## config.mk

```make
export PLATFORM = sky130hd
export DESIGN_NAME = command_frame_serializer_crc8
export DESIGN_NICKNAME = d
export VERILOG_FILES = /design/src/rtl/cfsc_pkg.sv /design/src/rtl/cfsc_front.sv /design/src/rtl/cfsc_queue.sv /design/src/rtl/cfsc_back.sv /design/src/rtl/command_frame_serializer_crc8.sv
export SDC_FILE = /design/constraint.sdc
export NUM_CORES = 1
export LEC_CHECK = 0
export BUFFER_PORTS_ARGS = -buffer_cell sky130_fd_sc_hd__buf_2
export CAP_MARGIN = 20
export CELL_PAD_IN_SITES_DETAIL_PLACEMENT = 1
export CELL_PAD_IN_SITES_GLOBAL_PLACEMENT = 2
export CORE_MARGIN = 2
export CORE_UTILIZATION = 40
export CTS_BUF_LIST = sky130_fd_sc_hd__clkbuf_4 sky130_fd_sc_hd__clkbuf_8 sky130_fd_sc_hd__clkbuf_16
export DETAILED_ROUTE_END_ITERATION = 10
export PLACE_DENSITY = 0.68
export SLEW_MARGIN = 5
export SYNTH_ARGS = -nofsm -noshare
export SYNTH_HDL_FRONTEND = slang
export SYNTH_HIERARCHICAL = 1
export SYNTH_SLANG_ARGS = --single-unit
```

## constraint.sdc

```tcl
create_clock -name clk -period 36.6 [get_ports clk]
set_clock_uncertainty 0.05 [all_clocks]
set_input_delay 10.98 -clock clk [delete_from_list [all_inputs] [get_ports clk]]
set_output_delay 10.98 -clock clk [all_outputs]
set_load 0.02 [all_outputs]
```

## src/rtl/cfsc_pkg.sv

```systemverilog
`timescale 1ns / 1ps
`default_nettype none

package cfsc_pkg;

  localparam logic [15:0] FRAME_MAGIC = 16'hE0FD;
  localparam logic [7:0]  CRC_POLY    = 8'h07;
  localparam logic [7:0]  CRC_TOP     = 8'h80;
  localparam logic [7:0]  CRC_INIT    = 8'h00;
  localparam logic [15:0] STATUS_ARMED    = 16'd0;
  localparam logic [15:0] STATUS_DISARMED = 16'd1;
  localparam logic [31:0] THROTTLE_SAFE   = 32'h0000_0000;
  localparam int DATA_LEN  = 32;
  localparam int FRAME_LEN = DATA_LEN + 1;
  localparam int IDX_W     = $clog2(FRAME_LEN);

  typedef struct packed {
    logic        armed;
    logic [31:0] stamp_seconds;
    logic [29:0] stamp_nanoseconds;
    logic [31:0] throttle_word;
    logic [31:0] yaw_word;
    logic [31:0] pitch_word;
    logic [31:0] roll_word;
  } cmd_t;

  typedef struct packed {
    logic [7:0] frame_byte;
    logic       last_byte;
  } beat_t;

  // frame body, byte 0 in the low bits
  typedef logic [8*DATA_LEN-1:0] body_t;

  function automatic logic [7:0] crc8_update(input logic [7:0] crc, input logic [7:0] b);
    logic [7:0] c;
    c = crc ^ b;
    for (int i = 0; i < 8; i++) begin
      if ((c & CRC_TOP) != 8'h00) begin
        c = (c << 1) ^ CRC_POLY;
      end else begin
        c = c << 1;
      end
    end
    return c;
  endfunction

endpackage

`default_nettype wire

```

## src/rtl/cfsc_front.sv

```systemverilog
`timescale 1ns / 1ps
`default_nettype none

module cfsc_front (
  input  wire logic           clk,
  input  wire logic           rst,
  input  wire logic           cmd_valid,
  output logic                cmd_ready,
  input  wire cfsc_pkg::cmd_t cmd_data,
  output logic                push,
  input  wire logic           queue_full,
  output cfsc_pkg::body_t     body
);
  import cfsc_pkg::*;

  logic [31:0] seq;
  logic [15:0] status;
  logic [31:0] thr;

  assign cmd_ready = !queue_full;
  assign push      = cmd_valid && !queue_full;

  always_comb begin
    status = cmd_data.armed ? STATUS_ARMED : STATUS_DISARMED;
    thr    = cmd_data.armed ? cmd_data.throttle_word : THROTTLE_SAFE;
    body   = {cmd_data.roll_word, cmd_data.pitch_word, cmd_data.yaw_word, thr, seq,
              {2'b00, cmd_data.stamp_nanoseconds}, cmd_data.stamp_seconds,
              status, FRAME_MAGIC};
  end

  always_ff @(posedge clk) begin
    if (rst) begin
      seq <= 32'd0;
    end else if (push) begin
      seq <= seq + 32'd1;
    end
  end

endmodule

`default_nettype wire

```

## src/rtl/cfsc_queue.sv

```systemverilog
`timescale 1ns / 1ps
`default_nettype none

module cfsc_queue (
  input  wire logic            clk,
  input  wire logic            rst,
  input  wire logic            push,
  input  wire cfsc_pkg::body_t push_body,
  output logic                 full,
  input  wire logic            pop,
  output logic                 not_empty,
  output cfsc_pkg::body_t      head
);
  import cfsc_pkg::*;

  body_t      slots [2];
  logic       wr_ptr;
  logic       rd_ptr;
  logic [1:0] count;

  assign full      = (count == 2'd2);
  assign not_empty = (count != 2'd0);
  assign head      = slots[rd_ptr];

  always_ff @(posedge clk) begin
    if (push) begin
      slots[wr_ptr] <= push_body;
    end
  end

  always_ff @(posedge clk) begin
    if (rst) begin
      wr_ptr <= 1'b0;
      rd_ptr <= 1'b0;
      count  <= 2'd0;
    end else begin
      if (push) wr_ptr <= !wr_ptr;
      if (pop)  rd_ptr <= !rd_ptr;
      case ({push, pop})
        2'b10:   count <= count + 2'd1;
        2'b01:   count <= count - 2'd1;
        default: count <= count;
      endcase
    end
  end

endmodule

`default_nettype wire

```

## src/rtl/cfsc_back.sv

```systemverilog
`timescale 1ns / 1ps
`default_nettype none

module cfsc_back (
  input  wire logic            clk,
  input  wire logic            rst,
  input  wire logic            not_empty,
  input  wire cfsc_pkg::body_t head,
  output logic                 pop,
  output logic                 byte_valid,
  input  wire logic            byte_ready,
  output cfsc_pkg::beat_t      byte_data
);
  import cfsc_pkg::*;

  localparam logic [IDX_W-1:0] CRC_IDX = IDX_W'(DATA_LEN);

  body_t            frame;
  logic             busy;
  logic [IDX_W-1:0] idx;
  logic [7:0]       crc;
  logic             advance;
  logic             at_crc;
  logic [7:0]       cur_byte;

  assign advance  = !byte_valid || byte_ready;
  assign at_crc   = (idx == CRC_IDX);
  assign cur_byte = at_crc ? crc : frame[7:0];
  // next frame loads while its predecessor's CRC beat goes out
  assign pop      = not_empty && (!busy || (advance && at_crc));

  always_ff @(posedge clk) begin
    if (rst) begin
      busy       <= 1'b0;
      byte_valid <= 1'b0;
    end else begin
      if (advance) begin
        byte_valid <= busy;
      end
      if (pop) begin
        busy <= 1'b1;
      end else if (advance && busy && at_crc) begin
        busy <= 1'b0;
      end
    end
  end

  always_ff @(posedge clk) begin
    if (advance && busy) begin
      byte_data.frame_byte <= cur_byte;
      byte_data.last_byte  <= at_crc;
    end
    if (pop) begin
      frame <= head;
      idx   <= '0;
      crc   <= CRC_INIT;
    end else if (advance && busy) begin
      frame <= frame >> 8;
      crc   <= crc8_update(crc, cur_byte);
      idx   <= idx + IDX_W'(1);
    end
  end

endmodule

`default_nettype wire

```

## src/rtl/command_frame_serializer_crc8.sv

```systemverilog
`timescale 1ns / 1ps
`default_nettype none

// channel | dir | handshake               | payload
// cmd     | in  | cmd_valid / cmd_ready   | cmd_data  (cfsc_pkg::cmd_t), one record per frame
// byte    | out | byte_valid / byte_ready | byte_data (cfsc_pkg::beat_t), one frame byte per beat
//
// Each record gives 33 byte beats (32 body bytes, then the CRC with last_byte set).
// Throughput is set by the one-byte-a-cycle serializer while byte_ready stays high.
// A two-entry frame queue sits between front and serializer; cmd_ready drops only when full.
// The first byte leaves after the record is queued and loaded. Synchronous reset clears the
// sequence counter, the queue and the output; byte_ready low simply holds the beat.

module command_frame_serializer_crc8 (
  input  wire logic            clk,
  input  wire logic            rst,
  input  wire logic            cmd_valid,
  output logic                 cmd_ready,
  input  wire cfsc_pkg::cmd_t  cmd_data,
  output logic                 byte_valid,
  input  wire logic            byte_ready,
  output cfsc_pkg::beat_t      byte_data
);
  import cfsc_pkg::*;

  logic  push;
  logic  pop;
  logic  full;
  logic  not_empty;
  body_t body;
  body_t head;

  cfsc_front u_front (
    .clk        (clk),
    .rst        (rst),
    .cmd_valid  (cmd_valid),
    .cmd_ready  (cmd_ready),
    .cmd_data   (cmd_data),
    .push       (push),
    .queue_full (full),
    .body       (body)
  );

  cfsc_queue u_queue (
    .clk       (clk),
    .rst       (rst),
    .push      (push),
    .push_body (body),
    .full      (full),
    .pop       (pop),
    .not_empty (not_empty),
    .head      (head)
  );

  cfsc_back u_back (
    .clk        (clk),
    .rst        (rst),
    .not_empty  (not_empty),
    .head       (head),
    .pop        (pop),
    .byte_valid (byte_valid),
    .byte_ready (byte_ready),
    .byte_data  (byte_data)
  );

endmodule

`default_nettype wire

```

Word-level counts from Yosys, hierarchy flattened

Memory sizes are Yosys's and may differ from the RTL's. A register that Yosys moved wholly into a read port is not among the register bits.
Cells that the tools add are included.

Latch bits: 0
Bits in read-only memories: 0
Logic and storage cells: 79
RAM bits: 446
Memories: 1
Register bits after elaboration: 317

Reduce and logical (&&, ||, !) cells: 16
Div/mod/pow operators: 0
Muxes and demuxes: 34
Add/sub/neg operators: 4
Shift-type cells: 0
Bitwise operators: 9
$lt $le $gt $ge: 0
Equality and inequality tests: 4
$mul: 0

Memories:

| name          | words | width | rd ports | clocked after memory_dff | wr ports | line             | text |
|---|---|---|---|---|---|---|---|
| u_queue.slots | 2     | 223   | 1        | 1                        | 1        | cfsc_queue.sv:16 | `body_t slots [2];` |

Operator list:

| cell                  | count |
|---|---|
| $mux 256              | 2 |
| $mux 8                | 15 |
| $add 32x1->32 const B | 1 |
| $mux 32               | 1 |
| $mux 3                | 8 |
| $not 3->3             | 8 |
| $reduce_bool 2->1     | 4 |
| $xor 8x8->8           | 1 |
| $mux 1                | 7 |
| $add 6x1->6 const B   | 1 |
| $eq 6x6->1 const B    | 1 |
| $logic_and 1x1->1     | 5 |
| $logic_not 1->1       | 5 |
| $eq 2x2->1 const B    | 2 |
| $pmux 2 s2            | 1 |
| $add 2x1->2 const B   | 1 |
| $eq 2x1->1 const B    | 1 |
| $logic_or 1x1->1      | 2 |
| $sub 2x1->2 const B   | 1 |

Logic depth before layout (Yosys ltp)

Gate-level depths: netlist of the first run.

Word-level depth: 33
Depth in mapped cells: 10
Gate-level depth less buffers: 8

Cells and area by module

The synthesis of the first run kept the hierarchy.

Modules (own cells, without submodules):

| module     | area an instance (µm²) | sequential area each (µm²) | cells an instance | instances |
|---|---|---|---|---|
| cfsc_queue | 18763.0                | 15474.8                    | 818               | 1 |
| cfsc_back  | 12117.9                | 8277.9                     | 663               | 1 |
| cfsc_front | 3268.1                 | 640.6                      | 423               | 1 |

Worst setup path before layout of the first run

Ideal clock, no wire load.

Path kind: input -> register
Start point: in cmd_valid
End point: mem u_queue/slots[0][0] (netlist bit), enable pin
Arrival time: 22069 ps
Stages: 4
Setup slack: 13604 ps
Buffers on the path: 1
Cells stage by stage: nor2b_1 -> clkbuf_1 -> inv_1 -> nor2_1

Longest elaborated chain between the ends: 3

Ends and longest elaborated chain:

| item                         | line                                | text |
|---|---|---|
| start, declared              | command_frame_serializer_crc8.sv:17 | `input wire logic cmd_valid,` |
| $logic_and 1x1->1            | cfsc_front.sv:21                    | `assign push = cmd_valid && !queue_full;` |
| named net push               | command_frame_serializer_crc8.sv:26 | `logic push;` |
| $mux 1                       | cfsc_queue.sv:26                    | `if (push) begin` |
| $mux 1 (implied by the code) | cfsc_queue.sv:27                    | `slots[wr_ptr] <= push_body;` |
| end, declared                | cfsc_queue.sv:16                    |  |

The timed path passes the listed nets, and every way through them passes these cells.

Worst setup path in the final report of the first run

Start point: in cmd_valid
End point: mem u_queue/slots[1][191] (netlist bit), enable pin

The elaborated chain is that of the path after synthesis.

==> results of run 1 <==
-- flip-flops by register name, summed over array words and instances (netlist names), 2 cells and up, named ones only --
register	count
u_queue/slots	512
u_back/frame	256
u_front/seq	32
u_back/byte_data	9
u_back/crc	8
u_back/idx	6
u_queue/count	2
-- layout make-up --
class / instances / area, µm²
multi-input cells: 824 / 7752
well taps: 1144 / 1431
clock inverters: 42 / 380.4
repair buffers: 224 / 1271
flip-flops and latches: 830 / 24400
diodes: 5 / 12.51
clock buffers: 120 / 2509
fillers: 8115 / 47070
inverters: 15 / 56.30
-- power groups by stage --
stage          Combinational (mW)  Sequential, mW  Clock [mW]
2_1_floorplan               0.568            1.65           0
3_3_place_gp                0.678            1.54           0
3_5_place_dp                0.697            1.54           0
4_1_cts                     0.703            1.53       0.910
5_1_grt                     0.765            1.55       0.943
6_report                    0.691            1.52       0.880
-- path summary, 6_finish.rpt --
kind                        start               endpoint  slack [ns]  depth (start not counted)
hold / removal    u_front/seq[31]  u_queue/slots[0][127]        0.43                          0
setup / recovery        cmd_valid  u_queue/slots[1][191]       23.32                          4
setup reg to reg        flip-flop      u_back/frame[102]       32.75                          4
hold reg to reg   u_front/seq[31]  u_queue/slots[0][127]        0.43                          0
-- cell families (layout without fill, tap and decap cells) --
family	Yosys count	in the layout
compound gates	54	54
xor+xnor	38	38
fa+ha+maj	4	4
buf+inv	281	401
flops	830	830
mux	521	521
other cells	2	38
simple gates	174	174
-- layout by cell type, fill, tap and decap left out, types with 10 or more instances in the layout --
master / count
sky130_fd_sc_hd__clkinv_1: 17
sky130_fd_sc_hd__dfxtp_1: 52
sky130_fd_sc_hd__nand2_1: 19
sky130_fd_sc_hd__nor2_1: 27
sky130_fd_sc_hd__buf_2: 205
sky130_fd_sc_hd__clkbuf_16: 90
sky130_fd_sc_hd__edfxtp_1: 777
sky130_fd_sc_hd__and2_1: 36
sky130_fd_sc_hd__nand3_1: 13
sky130_fd_sc_hd__mux2_2: 313
sky130_fd_sc_hd__mux2_1: 201
sky130_fd_sc_hd__or3_1: 11
sky130_fd_sc_hd__xnor2_1: 26
sky130_fd_sc_hd__and3_1: 11
sky130_fd_sc_hd__xor2_1: 12
sky130_fd_sc_hd__clkinv_2: 12
sky130_fd_sc_hd__inv_1: 13
sky130_fd_sc_hd__or4_1: 15
sky130_fd_sc_hd__buf_4: 12
sky130_fd_sc_hd__conb_1: 33
sky130_fd_sc_hd__o31ai_1: 11
sky130_fd_sc_hd__a21oi_1: 22
sky130_fd_sc_hd__clkbuf_4: 25
sky130_fd_sc_hd__nand4_1: 10
-- routing by layer --
| metal | vias up | wire length [µm] | track usage (%) |
|---|---|---|---|
| met2 | 261 | 31630 | 24.55 |
| met5 | - | 98 | 0 |
| met3 | 121 | 3167 | 3.672 |
| li1 | 7191 | - | - |
| met4 | 16 | 1787 | 5.100 |
| met1 | 7922 | 29180 | 20.02 |
-- through the flow --
step | power, mW | hold WS (ns) | instance area, µm²
2_1_floorplan | 2.215 | 0.3904 | 34270
3_3_place_gp | 2.217 | 0.3975 | 34810
3_5_place_dp | 2.238 | 0.4219 | 34810
4_1_cts | 3.140 | 0.4385 | 37700
5_1_grt | 3.254 | 0.4704 | 37800
6_report | 3.088 | 0.4287 | 37810
-- worst max-delay path, cell delays in order --
cell	delay [ns]
sky130_fd_sc_hd__buf_2	0.10
sky130_fd_sc_hd__nor2b_1	0.53
sky130_fd_sc_hd__and2_4	0.85
sky130_fd_sc_hd__buf_4	0.86
==> results.toml, run 1 <==
[run_status]
outcome = "finished clean"

[clocking]
cts_hold_buffers = 0
ctsLongestPathBuffers = 3
cts-root-buf = "sky130_fd_sc_hd__clkbuf_16"
htree_num_levels = 3
numCtsBuffers = 89
count_of_buffers_added_by_post_cts_timing_repair_for_setup = 0
ctsResizeCount = 0
numClockSinks = 830
tritoncts = "done"
clk_pin_slew_worst_paths_ns = 0.06
worst_skew_pair.late_latency_ns = 0.64

[yosys]
synthesis.yosys.warnings = 6
synth_xor_area_share_pct = 0.9746
synth_adder_area_share_pct = 0.1466
syn_area_um2 = 34150
synthMuxAreaShare_pct = 17.18
number_of_flops_mapped_to_enable_cells_by_yosys = 777
top_cells_by_count_synth = "sky130_fd_sc_hd__edfxtp_1, sky130_fd_sc_hd__mux2_2, sky130_fd_sc_hd__mux2_1"
top_area_cells_in_the_synthesized_netlist = "sky130_fd_sc_hd__edfxtp_1, sky130_fd_sc_hd__mux2_2, sky130_fd_sc_hd__mux2_1, sky130_fd_sc_hd__buf_4, sky130_fd_sc_hd__dfxtp_1"
most_used_standard_cell_by_instance_count_after_synthesis = "sky130_fd_sc_hd__edfxtp_1"
yosysUniqueCellTypes = 47
ys.flop_type = "sky130_fd_sc_hd__edfxtp_1"
synthesis.instances = 1904
synth.yosys.seq_area_share_pct = 71.43
async_reset_ff_share_pct = 0
post-synth-top-area-cell = "sky130_fd_sc_hd__edfxtp_1"
syn_area_per_cell_um2 = 17.94
synth-compound-area-share_pct = 1.008
synth_top_cell_area_share_pct = 68.33
ys_seq_elements = 830
combinational_family_with_the_most_area_after_synthesis = "multiplexers"
post_synth_and_or_nand_nor_area_fraction_pct = 2.931

[power_and_ir_drop]
cellPowerDensity_nw_per_um2 = 81.68
switching_share_pct = 27.29
ir_drop_mv = 0.04891
combinationalPowerShare_pct = 22.4
total_switching_power_uw = 842.7
power_frac_seq_pct = 49.1
leakage_nw = 12.94
clkPwrFrac_pct = 28.5
power_report.internal_total_mw = 2.245

[die]
total_die_area_um2 = 87730
initial_core_util_pct = 40.23
io-pin-count = 206
die_width_um = 296.2
die-height_um = 296.2
area_of_the_core_um2 = 84880
num_rows = 107

[placement]
post_place_setup_slack_ns = 22.40
place_inst = 3033
routabilityCongestion = 0.7221
port-buffer-count = 205
hpwl_um = 38720

[sta]
finalCritPeriodShare_pct = 36.29
timing.slew.headroom_pct = 27.40
max_freq_ghz = 0.07529
finalWorstPathRequiredPeriod_ns = 13.28
finalSetupTns_ns = 0
finalMaxSlewViolations = 0
finalHoldViolCount = 0
setup_slack_ns = 23.32
finalSetupViolCount = 0
rsz0062_at_grt = "no"
max_slew.worst_pin.slew_ns = 1.089

[cells_and_area]
design.final.nets = 2183
fin_util_pct = 44.55
post_layout_nonfiller_instances = 3204
areaGrowthSynthToFinish_pct = 10.72
fraction_of_layout_instances_using_a_drive_strength_above_1_pct = 34.11

[route]
drt_pre_antenna_iters = 4
drt.antenna.violating_nets = 0
via_cell_ratio = 4.841
detailroute.via_count = 15510
detailedRoute.firstIterationViolations = 816
drcViolationCount = 0
drt-total-wl_um = 65870
routed_wire_length_per_instance_um = 20.56

[job]
max_cap_viol_count = 0

[global_route]
number_of_global_route_vias_before_repair = 16760
track_usage_pct = 15.17
initial_antenna_violation_count = 15
global_route.overflow_total = 0
grt_first_pass_wirelength_um = 101200
grt_start_max_net_pins = 154

[setup_path]
worst-endpoint-arrival_ns = 13.49
worst-path-max-fanout = 67
worst_setup_path_end_kind = "flip-flop"
worst_setup_path_start_kind = "input port"
timing.setup.critical_path_class = "input port to flip-flop"
worst-endpoint-required_ns = 36.81

[hold_path]
worst_min_delay_path_class = "flip-flop to flip-flop"
(Power assumes the default switching activity.)
==> inputs of run 2 (changes only) <==
- ABC_AREA: not set -> 1
- PLACE_DENSITY: 0.68 -> 0.73
- clock period: 36.6 -> 13.2 ns (I/O delays scaled with it)
==> results.toml, run 2 <==
[placement]
place_inst = 3753
routabilityCongestion = 0.7741
hpwl_um = 44600
port-buffer-count = 205

[sta]
max_freq_ghz = 0.1504
timing.slew.headroom_pct = 29.80
finalSetupTns_ns = 0
max_slew.worst_pin.slew_ns = 1.053
finalWorstPathRequiredPeriod_ns = 6.647
fin_hold_ws_ns = 0.4379
finalHoldViolCount = 0
finalMaxSlewViolations = 0
finalCritPeriodShare_pct = 50.36
finalSetupViolCount = 0
rsz0062_at_grt = "no"

[clocking]
ctsResizeCount = 0
numClockSinks = 830
numCtsBuffers = 90
tritoncts = "done"
htree_num_levels = 3
worst_skew_pair.late_latency_ns = 0.64
clk_pin_slew_worst_paths_ns = 0.06
cts-root-buf = "sky130_fd_sc_hd__clkbuf_16"
cts_hold_buffers = 0
ctsLongestPathBuffers = 3
count_of_buffers_added_by_post_cts_timing_repair_for_setup = 0

[cells_and_area]
layout.filler_cells = 8816
multiInputGateArea_um2 = 7766
post_layout_nonfiller_instances = 3926
design.final.nets = 2902
register_containing_the_most_flip_flops_in_the_final_layout = "u_queue/slots"
largest_reg_flops = 512
final-seq-area_um2 = 24400
reg_top3 = "u_queue/slots x512, u_back/frame x256, u_front/seq x32"
fraction_of_layout_instances_using_a_drive_strength_above_1_pct = 24.64
layout_common_cells = "sky130_fd_sc_hd__nand2_1, sky130_fd_sc_hd__edfxtp_1, sky130_fd_sc_hd__mux2_2, sky130_fd_sc_hd__buf_2, sky130_fd_sc_hd__inv_1"
areaGrowthSynthToFinish_pct = 10.50
layout.cells.most_common = "sky130_fd_sc_hd__nand2_1"

[yosys]
top_area_cells_in_the_synthesized_netlist = "sky130_fd_sc_hd__edfxtp_1, sky130_fd_sc_hd__nand2_1, sky130_fd_sc_hd__mux2_2, sky130_fd_sc_hd__buf_4, sky130_fd_sc_hd__dfxtp_1"
synth_top_cell_area_share_pct = 67.33
number_of_flops_mapped_to_enable_cells_by_yosys = 777
synth.yosys.seq_area_share_pct = 70.39
most_used_standard_cell_by_instance_count_after_synthesis = "sky130_fd_sc_hd__nand2_1"
syn_area_um2 = 34650
synthesis.instances = 2644
yosysUniqueCellTypes = 37
top_cells_by_count_synth = "sky130_fd_sc_hd__nand2_1, sky130_fd_sc_hd__edfxtp_1, sky130_fd_sc_hd__mux2_2"
async_reset_ff_share_pct = 0
synthesis.yosys.warnings = 6
ys.flop_type = "sky130_fd_sc_hd__edfxtp_1"
ys_seq_elements = 830
post-synth-top-area-cell = "sky130_fd_sc_hd__edfxtp_1"
syn_area_per_cell_um2 = 13.11

[die]
die_width_um = 298.3
area_of_the_core_um2 = 85550
io-pin-count = 206
total_die_area_um2 = 89000
die-height_um = 298.3
initial_core_util_pct = 40.51
num_rows = 107

[route]
routed_wire_length_per_instance_um = 18.59
drt.antenna.violating_nets = 0
detailroute.via_count = 18450
drcViolationCount = 0
via_cell_ratio = 4.699
detailedRoute.firstIterationViolations = 982
drt-total-wl_um = 72980
drt_pre_antenna_iters = 5

[global_route]
grt_first_pass_wirelength_um = 114700
global_route.overflow_total = 0
initial_antenna_violation_count = 5
grt_start_max_net_pins = 156
number_of_global_route_vias_before_repair = 20390
track_usage_pct = 16.42

[setup_path]
worst_setup_path_end_kind = "flip-flop"
worst-path-max-fanout = 81
timing.setup.critical_path_class = "input port to flip-flop"
worst-endpoint-required_ns = 13.63
worst_setup_path_start_kind = "input port"
worst-endpoint-arrival_ns = 7.08

[power_and_ir_drop]
post-layout-total-power_mw = 9.001
leakage_nw = 14.89
cellPowerDensity_nw_per_um2 = 235.1
ir_drop_mv = 0.1981

[run_status]
outcome = "finished clean"

[job]
max_cap_viol_count = 0

[hold_path]
worst_min_delay_path_class = "flip-flop to flip-flop"
## run 2: changes by cell type after synthesis, sizes merged, moves of 20 or more
cell / previous run / this run
and2: 37 / 1
buf: 250 / 278
inv: 14 / 120
mux2: 516 / 256
nand2: 19 / 928
nand3: 13 / 40
nor2: 28 / 98
xnor2: 26 / 6
## run 2: path summary, 6_finish.rpt
kind                                        from                to  slack [ns]  depth (start not counted)
worst max register to register  u_queue/count[0]  u_back/frame[15]        9.07                          9
worst min-delay path               u_back/idx[1]     u_back/idx[1]        0.44                          2
worst min register to register     u_back/idx[1]     u_back/idx[1]        0.44                          2
worst max-delay path                  byte_ready  u_back/frame[15]        6.55                         10
## run 2: kinds of logic (layout without fill, tap and decap cells)
kind of cell | after synthesis | count (layout) | share of synthesized area [%]
fa+ha+maj | 4 | 4 | 0.1444
buf+inv | 408 | 513 | 7.600
mux | 256 | 256 | 8.319
compound gates | 48 | 48 | 0.7655
flops | 830 | 830 | 70.39
simple gates | 1082 | 1082 | 12.38
xor+xnor | 14 | 14 | 0.3755
other cells | 2 | 35 | 0.02167
## run 2: layout make-up
type / instances / area share, %
clock buffers: 120 / 6.741
multi-input cells: 1437 / 20.28
well taps: 1144 / 3.738
diodes: 2 / 0.01307
flip-flops and latches: 830 / 63.71
inverters: 121 / 1.225
clock inverters: 49 / 1.088
repair buffers: 223 / 3.202
## run 2: stage by stage
| stage | cell area (µm²) | setup WS [ns] | utilization, % |
|---|---|---|---|
| after floorplan | 34770 | 0.009961 | - |
| after global placement | 35240 | 6.016 | 41.19 |
| after detailed placement | 35240 | 5.906 | 41.19 |
| after CTS | 38230 | 6.512 | 44.69 |
| after global routing | 38290 | 6.331 | 44.76 |
| final | 38290 | 6.553 | 44.76 |
## run 2: metal layers
layer | track usage, % | vias up | share of wire (%)
li1 | - | 8901 | -
met1 | 20.92 | 9173 | 44
met2 | 28.79 | 252 | 51
met3 | 2.799 | 119 | 3.3
met4 | 4.642 | 4 | 2.2
met5 | 0 | - | 0.030
## run 2: critical path, cell delays in order
cell and delay, ns:
sky130_fd_sc_hd__buf_2 0.08, sky130_fd_sc_hd__inv_1 0.03, sky130_fd_sc_hd__nand2_1 0.12, sky130_fd_sc_hd__a21oi_2 0.10
sky130_fd_sc_hd__nor2_4 0.17, sky130_fd_sc_hd__buf_4 0.76, sky130_fd_sc_hd__buf_4 0.71, sky130_fd_sc_hd__buf_4 0.70
sky130_fd_sc_hd__nand2_1 0.19, sky130_fd_sc_hd__nand2_1 0.14
## run 2: where the power goes
part	switching, mW	internal [mW]	total [mW]
combinational	1.60	0.696	2.30
clock	1.02	1.48	2.50
sequential	0.226	3.98	4.20
==> inputs of run 3 (changes only) <==
- clock period: 13.2 -> 6.78 ns (I/O delays scaled with it)
==> results.toml, run 3 (synthesis gave the netlist of run 2 again) <==
[run_status]
outcome = "finished clean"

[global_route]
groute.layer.met2.usage_pct = 28.62
initial_antenna_violation_count = 8
track_usage_pct = 16.39
groute.layer.met3.usage_pct = 2.755
number_of_global_route_vias_before_repair = 20370
global_route.overflow_total = 0
grt_use_met1_pct = 21.08
grt_start_max_net_pins = 190
top_usage_layer = "met2"
grt_first_pass_wirelength_um = 114800

[setup_path]
worst-path-max-fanout = 3
worstPathCellList = "inv_1 > nor2_1 > inv_2 > buf_2"
cpPeakStageDelay_ns = 0.36
critical_path_buf_inv_count = 3
worst-endpoint-arrival_ns = 1.69
worst_setup_path_start_kind = "flip-flop"
cpLargestDelayFamily = "buffers and inverters"
crit_slowest_cell = "sky130_fd_sc_hd__dfxtp_1"
worst_setup_path_end_kind = "primary output"
worst-endpoint-required_ns = 4.70
timing.setup.critical_path_class = "flip-flop to primary output"

[sta]
max_slew.worst_pin.slew_ns = 1.079
finalCritPeriodShare_pct = 55.59
finalMaxSlewViolations = 0
finalSetupTns_ns = 0
finalWorstPathRequiredPeriod_ns = 3.769
rsz0062_at_grt = "no"
max_freq_ghz = 0.2653
timing.slew.headroom_pct = 28.07
finalHoldViolCount = 0
finalSetupViolCount = 0

[cells_and_area]
fraction_of_layout_instances_using_a_drive_strength_above_1_pct = 24.23
areaGrowthSynthToFinish_pct = 10.64
final-seq-area_um2 = 24400
layout.filler_cells = 8737
register_containing_the_most_flip_flops_in_the_final_layout = "u_queue/slots"
layout.cells.most_common = "sky130_fd_sc_hd__nand2_1"
post_layout_nonfiller_instances = 3923
multiInputGateArea_um2 = 7766
layout_common_cells = "sky130_fd_sc_hd__nand2_1, sky130_fd_sc_hd__edfxtp_1, sky130_fd_sc_hd__mux2_2, sky130_fd_sc_hd__buf_2, sky130_fd_sc_hd__inv_1"
design.final.nets = 2902
reg_top3 = "u_queue/slots x512, u_back/frame x256, u_front/seq x32"
largest_reg_flops = 512

[route]
drcViolationCount = 0
drt.antenna.violating_nets = 0
detailroute.via_count = 18510
detailedRoute.firstIterationViolations = 1088
drt_pre_antenna_iters = 5
routed_wire_length_per_instance_um = 18.60
via_cell_ratio = 4.718
drt-total-wl_um = 72970

[clocking]
count_of_buffers_added_by_post_cts_timing_repair_for_setup = 0
tritoncts = "done"
worst_skew_pair.late_latency_ns = 0.63
numClockSinks = 830
htree_num_levels = 3
numCtsBuffers = 91
ctsResizeCount = 0
cts_hold_buffers = 0
clk_pin_slew_worst_paths_ns = 0.06
ctsLongestPathBuffers = 3
cts-root-buf = "sky130_fd_sc_hd__clkbuf_16"

[hold_path]
worst_min_delay_path_class = "flip-flop to flip-flop"

[placement]
port-buffer-count = 205
place_inst = 3753
hpwl_um = 43750
routabilityCongestion = 0.7407

[die]
io-pin-count = 206
die-height_um = 298.3
num_rows = 107
die_width_um = 298.3
total_die_area_um2 = 89000
initial_core_util_pct = 40.51
area_of_the_core_um2 = 85550

[power_and_ir_drop]
ir_drop_mv = 0.5110
leakage_nw = 14.87
cellPowerDensity_nw_per_um2 = 459.7

[job]
max_cap_viol_count = 0
==> run 3: area by class of cell <==
class / instances / share of cell area (%)
clock buffers: 112 / 6.537
flip-flops and latches: 830 / 63.63
repair buffers: 222 / 3.270
diodes: 2 / 0.01305
inverters: 121 / 1.214
clock inverters: 55 / 1.341
well taps: 1144 / 3.733
multi-input cells: 1437 / 20.26
==> run 3: path summary, 6_finish.rpt <==
path                    start                    end  slack [ns]  cells past startpoint
max reg2reg     u_back/idx[0]       u_queue/count[1]        3.86                     13
min reg2reg   u_front/seq[31]  u_queue/slots[1][127]        0.42                      0
min           u_front/seq[31]  u_queue/slots[1][127]        0.42                      0
max          u_queue/count[1]              cmd_ready        3.01                      4
==> run 3: through the flow <==
step	setup WS [ns]	total power [mW]	hold WS (ns)	instance area (µm²)	utilization [%]
2_1_floorplan	0.08725	11.78	0.3756	34790	-
3_3_place_gp	2.378	12.71	0.3951	35290	41.26
3_5_place_dp	2.305	12.90	0.4129	35290	41.26
4_1_cts	2.935	17.94	0.4294	38310	44.79
5_1_grt	2.798	18.71	0.4608	38340	44.82
6_report	3.011	17.63	0.4222	38340	44.82
==> run 3: worst register-to-register path: stages (launching register included) <==
cell                      delay (ns)
sky130_fd_sc_hd__dfxtp_1        0.33
sky130_fd_sc_hd__inv_1          0.11
sky130_fd_sc_hd__ha_1           0.17
sky130_fd_sc_hd__nand3_1        0.12
sky130_fd_sc_hd__nor2_4         0.23
sky130_fd_sc_hd__a21oi_2        0.12
sky130_fd_sc_hd__nor2_4         0.22
sky130_fd_sc_hd__buf_4          0.66
sky130_fd_sc_hd__ha_1           0.48
sky130_fd_sc_hd__inv_1          0.09
sky130_fd_sc_hd__nand2_1        0.05
sky130_fd_sc_hd__nor2_1         0.09
sky130_fd_sc_hd__nor2_1         0.05
sky130_fd_sc_hd__nor2_1         0.09
==> run 3: power by group <==
group          total [mW]  switching (mW)  internal [mW]  leakage [nW]
Combinational        4.48            3.10           1.38          5.51
Clock                4.94            2.01           2.93          1.50
Sequential           8.21           0.475           7.73          7.86
==> run 3: layer usage <==
layer	routed length (µm)	vias up
li1	-	8875
met4	1282	6
met5	33	-
met1	32220	9268
met3	2402	113
met2	37030	245
